### src/rtl/bba_pkg.sv
`timescale 1ns / 1ps
// ----------------------------------------------------------------------------
// bba_pkg
// Shared constants, status codes and types for the bitmap block allocator.
// ----------------------------------------------------------------------------
package bba_pkg;

  localparam int BLOCK_BYTES = 64;
  localparam int NUM_BLOCKS  = 32;
  localparam int POOL_BYTES  = NUM_BLOCKS * BLOCK_BYTES;
  localparam int IDX_W       = 5;
  localparam int ADDR_W      = 32;
  localparam int MAP_W       = 32;
  localparam int STATUS_W    = 2;
  localparam int OUT_DATA_W  = 72;

  localparam logic [STATUS_W-1:0] ST_OK         = 2'd0;
  localparam logic [STATUS_W-1:0] ST_EXHAUSTED  = 2'd1;
  localparam logic [STATUS_W-1:0] ST_OUTSIDE    = 2'd2;
  localparam logic [STATUS_W-1:0] ST_MISALIGNED = 2'd3;

  localparam logic OP_ALLOC = 1'b0;
  localparam logic OP_FREE  = 1'b1;

  typedef logic [IDX_W-1:0] idx_t;

  // lowest free block search result
  typedef struct packed {
    logic none;
    idx_t idx;
  } find_t;

  // free address decode result
  typedef struct packed {
    logic outside;
    logic misaligned;
    idx_t idx;
  } chk_t;

  // byte offset of a block from the pool base
  function automatic logic [ADDR_W-1:0] block_offset(input idx_t k);
    logic [ADDR_W-1:0] r;
    r = ADDR_W'(k) * ADDR_W'(BLOCK_BYTES);
    return r;
  endfunction

endpackage

### src/rtl/bitmap_block_allocator.sv
`timescale 1ns / 1ps
// ----------------------------------------------------------------------------
// bitmap_block_allocator
// Allocator for 32 equal blocks tracked in a 32-bit free map (set = free).
// ----------------------------------------------------------------------------
// channel | dir | tdata (low bit up)                          | tuser
// in_     | in  | address[31:0]                              | opcode
// out_    | out | blk_idx, block_address, free_map, pad      | status
// cfg_    | in  | pool_base (write only)                     | -
//
// one beat per cycle sustained while out_tready holds; a request passes
// the input register, then the result register, on its way to the output
// the free map is read and updated in the same cycle the result registers
// a stalled output holds the result and the input stage fills, then
// in_tready drops; reset makes every block free and pool_base zero
// ----------------------------------------------------------------------------
module bitmap_block_allocator (
  input  logic                              clk,
  input  logic                              rst_n,
  input  logic                              in_tvalid,
  output logic                              in_tready,
  input  logic [bba_pkg::ADDR_W-1:0]        in_tdata,   // address
  input  logic                              in_tuser,   // opcode
  output logic                              out_tvalid,
  input  logic                              out_tready,
  // blk_idx[4:0], block_address[36:5], free_map[68:37], zero[71:69]
  output logic [bba_pkg::OUT_DATA_W-1:0]    out_tdata,
  output logic [bba_pkg::STATUS_W-1:0]      out_tuser,  // status
  input  logic                              cfg_wr_en,
  input  logic [bba_pkg::ADDR_W-1:0]        cfg_wr_data
);

  logic                           s1_valid_r;
  logic                           s1_op_r;
  logic [bba_pkg::ADDR_W-1:0]     s1_addr_r;
  logic                           out_valid_r;
  logic [bba_pkg::STATUS_W-1:0]   out_status_r, out_status_nxt;
  bba_pkg::idx_t                  out_idx_r, out_idx_nxt;
  logic [bba_pkg::ADDR_W-1:0]     out_baddr_r, out_baddr_nxt;
  logic [bba_pkg::MAP_W-1:0]      free_map_r, free_map_nxt;
  logic [bba_pkg::ADDR_W-1:0]     pool_base_r;

  logic                           s2_ready;
  logic                           s1_fire;
  bba_pkg::find_t                 find_res;
  bba_pkg::chk_t                  chk_res;

  bba_find u_find (
    .free_map (free_map_r),
    .res      (find_res)
  );

  bba_addr_chk u_addr_chk (
    .addr      (s1_addr_r),
    .pool_base (pool_base_r),
    .res       (chk_res)
  );

  assign s2_ready  = !out_valid_r || out_tready;
  assign s1_fire   = s1_valid_r && s2_ready;
  assign in_tready = !s1_valid_r || s2_ready;

  always_comb begin
    out_status_nxt = bba_pkg::ST_OK;
    out_idx_nxt    = '0;
    out_baddr_nxt  = '0;
    free_map_nxt   = free_map_r;
    if (s1_op_r == bba_pkg::OP_ALLOC) begin
      if (find_res.none) begin
        out_status_nxt = bba_pkg::ST_EXHAUSTED;
      end else begin
        out_idx_nxt   = find_res.idx;
        out_baddr_nxt = pool_base_r + bba_pkg::block_offset(find_res.idx);
        // block i lives at bit 31 - i, which is ~i on five bits
        free_map_nxt[~find_res.idx] = 1'b0;
      end
    end else begin
      if (chk_res.outside) begin
        out_status_nxt = bba_pkg::ST_OUTSIDE;
      end else if (chk_res.misaligned) begin
        out_status_nxt = bba_pkg::ST_MISALIGNED;
      end else begin
        out_idx_nxt = chk_res.idx;
        free_map_nxt[~chk_res.idx] = 1'b1;
      end
    end
  end

  always_ff @(posedge clk) begin
    if (!rst_n) begin
      s1_valid_r  <= 1'b0;
      out_valid_r <= 1'b0;
      free_map_r  <= '1;
      pool_base_r <= '0;
    end else begin
      if (in_tready) begin
        s1_valid_r <= in_tvalid;
      end
      if (s2_ready) begin
        out_valid_r <= s1_valid_r;
      end
      if (s1_fire) begin
        free_map_r <= free_map_nxt;
      end
      if (cfg_wr_en) begin
        pool_base_r <= cfg_wr_data;
      end
    end
  end

  always_ff @(posedge clk) begin
    if (in_tready && in_tvalid) begin
      s1_op_r   <= in_tuser;
      s1_addr_r <= in_tdata;
    end
    if (s1_fire) begin
      out_status_r <= out_status_nxt;
      out_idx_r    <= out_idx_nxt;
      out_baddr_r  <= out_baddr_nxt;
    end
  end

  assign out_tvalid = out_valid_r;
  assign out_tuser  = out_status_r;
  assign out_tdata  = {3'b000, free_map_r, out_baddr_r, out_idx_r};

  // the result map always matches the live map while a beat waits
  a_map_tracks : assert property (@(posedge clk) disable iff (!rst_n)
    out_tvalid |-> (out_tdata[68:37] == free_map_r))
    else $error("result free map differs from live map");

  // errors report index zero and address zero
  a_err_zero : assert property (@(posedge clk) disable iff (!rst_n)
    (out_tvalid && out_tuser != bba_pkg::ST_OK) |->
      (out_tdata[36:0] == '0))
    else $error("error result carries nonzero index or address");

  // one request changes at most one map bit
  a_one_bit : assert property (@(posedge clk) disable iff (!rst_n)
    1'b1 |=> ($countones(free_map_r ^ $past(free_map_r)) <= 1))
    else $error("free map changed by more than one bit");

endmodule

### src/rtl/bba_find.sv
`timescale 1ns / 1ps
// ----------------------------------------------------------------------------
// bba_find
// Priority encoder: lowest-numbered free block, i.e. the leading set bit.
// ----------------------------------------------------------------------------
module bba_find (
  input  logic [bba_pkg::MAP_W-1:0] free_map,
  output bba_pkg::find_t            res
);

  always_comb begin
    res.none = (free_map == '0);
    res.idx  = '0;
    // walk from the highest index down so the lowest free index wins
    for (int i = bba_pkg::NUM_BLOCKS - 1; i >= 0; i--) begin
      if (free_map[bba_pkg::NUM_BLOCKS - 1 - i]) begin
        res.idx = bba_pkg::IDX_W'(i);
      end
    end
  end

endmodule

### src/rtl/bba_addr_chk.sv
`timescale 1ns / 1ps
// ----------------------------------------------------------------------------
// bba_addr_chk
// Checks a free address against the pool bounds and block alignment and
// decodes it to a block index.
// ----------------------------------------------------------------------------
module bba_addr_chk (
  input  logic [bba_pkg::ADDR_W-1:0] addr,
  input  logic [bba_pkg::ADDR_W-1:0] pool_base,
  output bba_pkg::chk_t              res
);

  logic [bba_pkg::ADDR_W:0]          off;
  logic [bba_pkg::NUM_BLOCKS-1:0]    hit;
  logic                              outside;

  // top bit is the borrow: address below the base
  assign off = {1'b0, addr} - {1'b0, pool_base};

  assign outside = (addr == '0) || off[bba_pkg::ADDR_W] ||
                   (off[bba_pkg::ADDR_W-1:0] >= bba_pkg::ADDR_W'(bba_pkg::POOL_BYTES));

  // compare against every block start, at most one can hit
  always_comb begin
    for (int k = 0; k < bba_pkg::NUM_BLOCKS; k++) begin
      hit[k] = (off[bba_pkg::ADDR_W-1:0] ==
                bba_pkg::block_offset(bba_pkg::IDX_W'(k)));
    end
  end

  always_comb begin
    res.idx = '0;
    for (int k = 0; k < bba_pkg::NUM_BLOCKS; k++) begin
      if (hit[k]) begin
        res.idx = res.idx | bba_pkg::IDX_W'(k);
      end
    end
    res.outside    = outside;
    res.misaligned = !outside && (hit == '0);
    if (outside || hit == '0) begin
      res.idx = '0;
    end
  end

endmodule

### config.mk
export PLATFORM = sky130hd
export DESIGN_NAME = bitmap_block_allocator
export DESIGN_NICKNAME = d
export VERILOG_FILES = /design/src/rtl/bba_pkg.sv /design/src/rtl/bitmap_block_allocator.sv /design/src/rtl/bba_find.sv /design/src/rtl/bba_addr_chk.sv
export SDC_FILE = /design/constraint.sdc
export NUM_CORES = 1
export LEC_CHECK = 0
export ABC_AREA = 1
export BUFFER_PORTS_ARGS = -buffer_cell sky130_fd_sc_hd__buf_2
export CORE_MARGIN = 5
export CORE_UTILIZATION = 50
export CTS_CLUSTER_SIZE = 40
export DETAILED_ROUTE_END_ITERATION = 10
export GPL_TIMING_DRIVEN = 0
export PLACE_DENSITY = 0.72
export SYNTH_ARGS = -nofsm -noshare
export SYNTH_HDL_FRONTEND = slang
export SYNTH_SLANG_ARGS = --single-unit
### constraint.sdc
create_clock -name clk -period 11.4 [get_ports clk]
set_input_delay 0.57 -clock clk [delete_from_list [all_inputs] [get_ports clk]]
set_output_delay 0.57 -clock clk [all_outputs]
set_load 0.02 [all_outputs]
==> results of run 1 <==
==> logic make-up after synthesis <==
kind of cell    synth area share (%)
buf+inv                         8.68
simple gates                    32.2
other cells                   0.0406
compound gates                  14.5
xor+xnor                        1.79
fa+ha+maj                       5.09
flops                           37.7
==> power by group <==
group          leakage (nW)  switching, mW  internal (mW)
Clock                 0.270          0.241          0.302
Combinational          3.27          0.161         0.0793
Sequential             1.23         0.0133          0.546
==> final cells by class <==
type                    count  area (µm²)
fillers                  1719        7280
multi-input cells         969        4960
flip-flops and latches    138        3480
repair buffers            141         706
inverters                 170         638
clock buffers              19         464
well taps                 229         287
plain buffers              32         164
clock inverters            13         106
==> metal layers <==
layer  up-vias  share of wire, %
li1       4680                 -
met1      4287                43
met2       379                47
met3        70               7.2
met4         0               3.1
met5         -                 0
==> synth_stat cells, types with 2 or more instances <==
cell type / count / area, µm²
nand3_2: 2 / 20.0
nand2_2: 12 / 75.1
o21a_1: 4 / 30.0
xnor2_1: 10 / 87.6
xor2_1: 7 / 61.3
clkbuf_1: 22 / 82.6
nand4_1: 28 / 175
o21ai_0: 64 / 320
nand3_1: 75 / 375
o211ai_1: 7 / 52.6
nor2_4: 5 / 56.3
nor3b_2: 4 / 50.1
nand2_1: 289 / 1080
or2_2: 6 / 37.5
edfxtp_1: 72 / 2160
o21ai_2: 5 / 43.8
nor4_1: 20 / 125
nor3_2: 2 / 20.0
a21oi_2: 2 / 17.5
buf_2: 4 / 20.0
ha_1: 36 / 450
o22ai_1: 2 / 12.5
nor2_1: 193 / 724
a21boi_1: 2 / 15.0
dfxtp_1: 66 / 1320
a21oi_1: 113 / 566
o21bai_1: 5 / 37.5
nand3b_1: 7 / 52.6
nor3_1: 26 / 130
buf_4: 4 / 30.0
nand2_4: 4 / 45.0
a221oi_1: 2 / 17.5
a21o_1: 4 / 30.0
inv_1: 163 / 612
o21ai_1: 18 / 90.1
inv_2: 6 / 22.5
==> how the worst max path moves through the flow <==
stage / from / to / slack (ps) / depth (start not counted)
6_report: free_map_r[2] / out_baddr_r[23] / 6230 / 42
5_1_grt: free_map_r[2] / out_baddr_r[23] / 5740 / 42
2_1_floorplan: free_map_r[2] / out_baddr_r[22] / 7440 / 44
4_1_cts: free_map_r[2] / out_baddr_r[22] / 6330 / 44
3_5_place_dp: free_map_r[2] / out_baddr_r[23] / 6360 / 42
3_3_place_gp: free_map_r[2] / out_baddr_r[22] / 6420 / 44
==> sequential cells by signal (all words and copies together), names as in the netlist <==
signal       count
pool_base_r     32
out_idx_r        5
s1_valid_r       1
out_tuser        2
s1_addr_r       32
out_tvalid       1
s1_op_r          1
free_map_r      32
out_baddr_r     32
==> critical path, delay by kind of cell, from the launching register on <==
family / cells / cell delay [ps]
DFF: 1 / 380
and+or+nand+nor: 36 / 3250
AOI/OAI and AO/OA: 3 / 800
buffers and inverters: 2 / 240
adders and majority gates: 1 / 200
==> impl_metrics.yaml, run 1 <==
run_status:
  outcome: "finished clean"
sta:
  setup_slack_ps: 6230
  timing.final.crit_share_pct: 45.3
  drv_slew: 0
  tns_ps: 0
  rsz0062_at_grt: "no"
  max_slew_margin_pct: 15.3
  hold_viol_final: 0
  worstMarginPinSlew_ps: 1270
  finalSetupViolCount: 0
  fmax_mhz: 194
  finalClockSkew_ps: 12.7
  fin_crit_ps: 5170
  whs_ps: 311
synth:
  yosys_warnings: 0
  syn-mean-instance-area_um2: 7.07
  synth_edf_count: 72
  ys_ff_latch: 138
  synth_cells: 1307
  ys_async_sr_fraction_pct: 0
  synth_cell_type_count: 52
  ys_seq_area_share_pct: 37.7
  syn_area_um2: 9240
  ys.flop_type: "edfxtp_1"
floorplan:
  start_util_pct: 51.1
  die_x_um: 146
  io_pins: 146
  core.rowCount: 49
  die_h_um: 146
  die-area_um2: 21300
  fp.coreArea_um2: 18100
clock_tree:
  clock-sinks: 138
  path_clk_slew_ps: 70
  cts_buffers: 17
  clk_latency_ps: 430
  holdBufCountCts: 0
  clock_tree.htree_level_count: 4
  cts_resized: 0
  cts_tree: "done"
  cts_buffer_depth: 2
  cts_setup_buffers: 0
  cts_root_buf: "clkbuf_16"
hold_path:
  hold_depth: 1
  hold_class: "in -> reg"
  whs_endpoint: "s1_op_r"
  min_from: "in_tuser"
cells_and_area:
  final_cell_area_um2: 10800
  post-route-util_pct: 59.8
  n_antenna_cell: 0
  final_layout_size_suffix_gt1_share_pct: 15.9
  layout.nets: 1576
  syn2layout_area_growth_pct: 17.0
  final_cell_mix: "nand2_1 (289), nor2_1 (193), inv_1 (162), buf_2 (145), a21oi_1 (113)"
  instances_no_fill: 1711
  layout_commonest_cell: "nand2_1"
placement:
  numPlacedInstances: 1679
  hpwl_um: 22600
  pre_cts_ws_ps: 6360
  place_congestion: 0.972
  place_area_um2: 10200
  portBuffers: 141
worst_setup_path:
  cpMostUsedCell: "nand2_1"
  r2r-start: "free_map_r[2]"
  reg2reg_depth: 42
  criticalPathCategory: "reg -> reg"
  cp-end-kind: "flop"
  worstPathMaxFanout: 9
  cpMaxStageDelayCell: "o21ai_0"
  cp-start-kind: "flop"
  worst_ep_arrival_time_ps: 5340
  cp_data_required_time_ps: 11580
  slowest_delay_ps: 560
  rrSetupSlack_ps: 6230
  regToRegEndpoint: "out_baddr_r[23]"
power_and_ir_drop:
  ir_drop_mv: 0.109
  powerDensity_nw_per_um2: 124
  p_leak_nw: 4.77
  power_mw: 1.34
global_route:
  groute.layer.met2.usage_pct: 45.1
  met3_usage_pct: 4.76
  overflow: 0
  antenna_found_initial: 0
  grt_use_total_pct: 27.0
  grt_pass1_wl_um: 46500
  grt_max_degree: 40
  grt_util_met1_pct: 35.1
  first_global_vias: 9040
  grt.busiest_layer: "met2"
detailed_routing:
  dr.first_iter.drc_count: 836
  num_vias: 9416
  vias_per_cell: 5.50
  wl_um: 29000
  ant_nets: 0
  wire_per_inst_um: 17.0
  drt_pre_antenna_iters: 5
  drc: 0
run:
  drv_cap: 0
(Power assumes the default switching activity.)
==> run 2, diff against run 1 <==
--- a/config.mk
+++ b/config.mk
@@ -5,14 +5,14 @@
 export SDC_FILE = /design/constraint.sdc
 export NUM_CORES = 1
 export LEC_CHECK = 0
-export ABC_AREA = 1
+export ABC_AREA = 0
 export BUFFER_PORTS_ARGS = -buffer_cell sky130_fd_sc_hd__buf_2
 export CORE_MARGIN = 5
 export CORE_UTILIZATION = 50
 export CTS_CLUSTER_SIZE = 40
 export DETAILED_ROUTE_END_ITERATION = 10
 export GPL_TIMING_DRIVEN = 0
-export PLACE_DENSITY = 0.72
+export PLACE_DENSITY = 0.75
 export SYNTH_ARGS = -nofsm -noshare
 export SYNTH_HDL_FRONTEND = slang
 export SYNTH_SLANG_ARGS = --single-unit
==> constraint.sdc (replaced) <==
create_clock -name clk -period 4.2 [get_ports clk]
set_input_delay 0.21 -clock clk [delete_from_list [all_inputs] [get_ports clk]]
set_output_delay 0.21 -clock clk [all_outputs]
set_load 0.02 [all_outputs]
==> impl_metrics.yaml, run 2 <==
cells_and_area:
  instances_no_fill: 1437
  syn2layout_area_growth_pct: 24.1
  final_layout_size_suffix_gt1_share_pct: 21.4
  layout_commonest_cell: "buf_2"
  layout.nets: 1305
  final_cell_mix: "buf_2 (154), nor2_1 (117), nand2_1 (79), edfxtp_1 (72), dfxtp_1 (65)"
synth:
  ys_ff_latch: 138
  synth.area.top_cells: "edfxtp_1 (24%), dfxtp_1 (15%), ha_1 (5.1%)"
  yosys.area.top_type_share_pct: 24.3
  synth_most_common_cell: "nor2_1"
  ys.flop_type: "edfxtp_1"
  synth_edf_count: 72
  yosys.area.top_type: "edfxtp_1"
  syn_area_um2: 8890
  yosys_warnings: 0
  synth_cells: 995
  syn-mean-instance-area_um2: 8.94
  synth_common_cells: "nor2_1 (117), nand2_1 (79), edfxtp_1 (72), dfxtp_1 (66), inv_1 (60)"
  ys_seq_area_share_pct: 39.2
  synth_cell_type_count: 92
  ys_async_sr_fraction_pct: 0
sta:
  drv_slew: 0
  finalClockSkew_ps: 10.7
  worstMarginPinSlew_ps: 916
  hold_viol_final: 0
  finalSetupViolCount: 0
  tns_ps: 0
  timing.final.crit_share_pct: 96.4
  fmax_mhz: 247
  fin_crit_ps: 4050
  max_slew_margin_pct: 38.9
detailed_routing:
  wire_per_inst_um: 19.8
  ant_nets: 0
  drt_pre_antenna_iters: 6
  dr.first_iter.drc_count: 1008
  drc: 0
  wl_um: 28500
  num_vias: 8662
  vias_per_cell: 6.03
clock_tree:
  clk_latency_ps: 430
  cts_root_buf: "clkbuf_16"
  cts_buffers: 17
  clock-sinks: 138
  clock_tree.htree_level_count: 4
  cts_buffer_depth: 2
  cts_tree: "done"
  path_clk_slew_ps: 70
floorplan:
  fp.coreArea_um2: 17400
  die_h_um: 143
  io_pins: 146
  start_util_pct: 51.2
  die_x_um: 143
  die-area_um2: 20600
  core.rowCount: 48
power_and_ir_drop:
  seqPwrFrac_pct: 40.9
  p_sw_mw: 1.18
  p_leak_nw: 4.34
  p_int_mw: 2.54
  swShare_pct: 31.7
  p_comb_share_pct: 20.6
  power_mw: 3.71
  powerDensity_nw_per_um2: 337
  ir_drop_mv: 0.287
  power_frac_clock_pct: 38.5
global_route:
  overflow: 0
  grt_pass1_wl_um: 43600
  grt_use_total_pct: 27.2
  first_global_vias: 8273
  antenna_found_initial: 0
  grt_max_degree: 34
worst_setup_path:
  cp_data_required_time_ps: 4450
  criticalPathCategory: "reg -> reg"
  cp-start-kind: "flop"
  cp-end-kind: "flop"
  worst_ep_arrival_time_ps: 4300
  worstPathMaxFanout: 10
  r2r-start: "pool_base_r[11]"
  startpoint: "pool_base_r[11]"
placement:
  place_congestion: 0.991
  portBuffers: 141
  numPlacedInstances: 1365
  hpwl_um: 21500
run:
  drv_cap: 0
hold_path:
  hold_class: "in -> reg"
  min_from: "cfg_wr_data[25]"
run_status:
  outcome: "finished clean"
==> run 2: per-layer routing <==
metal,GRT usage [%],vias to the layer above,share of wire (%)
met1,33.8,4055,40
li1,-,4109,-
met4,12.3,0,4.2
met3,3.93,85,6.6
met2,46.7,413,49
met5,0,-,0
==> run 2: final timing paths <==
check                                        to  slack [ps]  cells after the start
worst max-delay path               out_idx_r[1]         150                     15
worst min-delay path            pool_base_r[25]           9                      3
worst max register to register     out_idx_r[1]         150                     15
worst min register to register  pool_base_r[29]         500                      2
==> run 2: power by group through the flow <==
stage | Clock, mW | Combinational (mW) | Sequential (mW)
floorplan | 0 | 0.468 | 1.56
global placement | 0 | 0.687 | 1.55
detailed placement | 0 | 0.698 | 1.54
CTS | 1.44 | 0.727 | 1.52
global route | 1.52 | 0.828 | 1.52
finish | 1.43 | 0.766 | 1.52
==> run 2: repair_timing <==
action / CTS / global route
setup buffers: 0 / 8
hold buffers: 34 / 0
hold endpoints to repair: 34 / 0
pin swaps: 0 / 9
setup endpoints to repair: 7 / 40
resized for setup: 3 / 27
==> run 2: layout make-up <==
cell class | count | area, µm²
clock buffer | 17 | 425
timing repair buffer | 185 | 1150
buffer | 42 | 219
clock inverter | 15 | 134
multi-input combinational | 752 | 5100
tap | 225 | 282
antenna | 1 | 2.50
inverter | 62 | 233
fill | 1487 | 6320
sequential | 138 | 3480
==> run 2: kinds of logic (layout without fill, tap and decap cells) <==
group                      Yosys count  in the layout  share of synthesized area [%]
xor gates and xnor gates            35             35                           3.45
AOI/OAI and AO/OA                  246            246                           20.1
muxes                               39             39                           4.40
other                                1              4                         0.0422
buffers and inverters              107            321                           5.21
adders and majority gates           37             37                           5.29
DFF                                138            138                           39.2
and+or+nand+nor                    392            392                           22.3
==> run 2: stage by stage <==
stage               utilization, %  area (µm²)  worst slack [ps]  hold WS [ps]
finish                        63.6       11000               151          9.20
global route                  63.6       11000             -8.10          8.03
CTS                           62.6       10900              72.0          3.53
detailed placement            57.3        9940             -8.36           388
global placement              57.0        9890             -1660           386
floorplan                        -        8900              92.4           309
==> run 2: worst max-delay path, cell delays in order (launching register included) <==
cell	delay, ps
dfxtp_1	400
inv_1	140
ha_1	300
buf_2	190
nand2_1	140
nor3_4	230
o211a_1	220
nor4_1	60
or4_1	590
a2111oi_4	370
nand4_2	170
nor4_4	430
buf_6	190
buf_8	140
nand2_2	70
o31ai_2	210
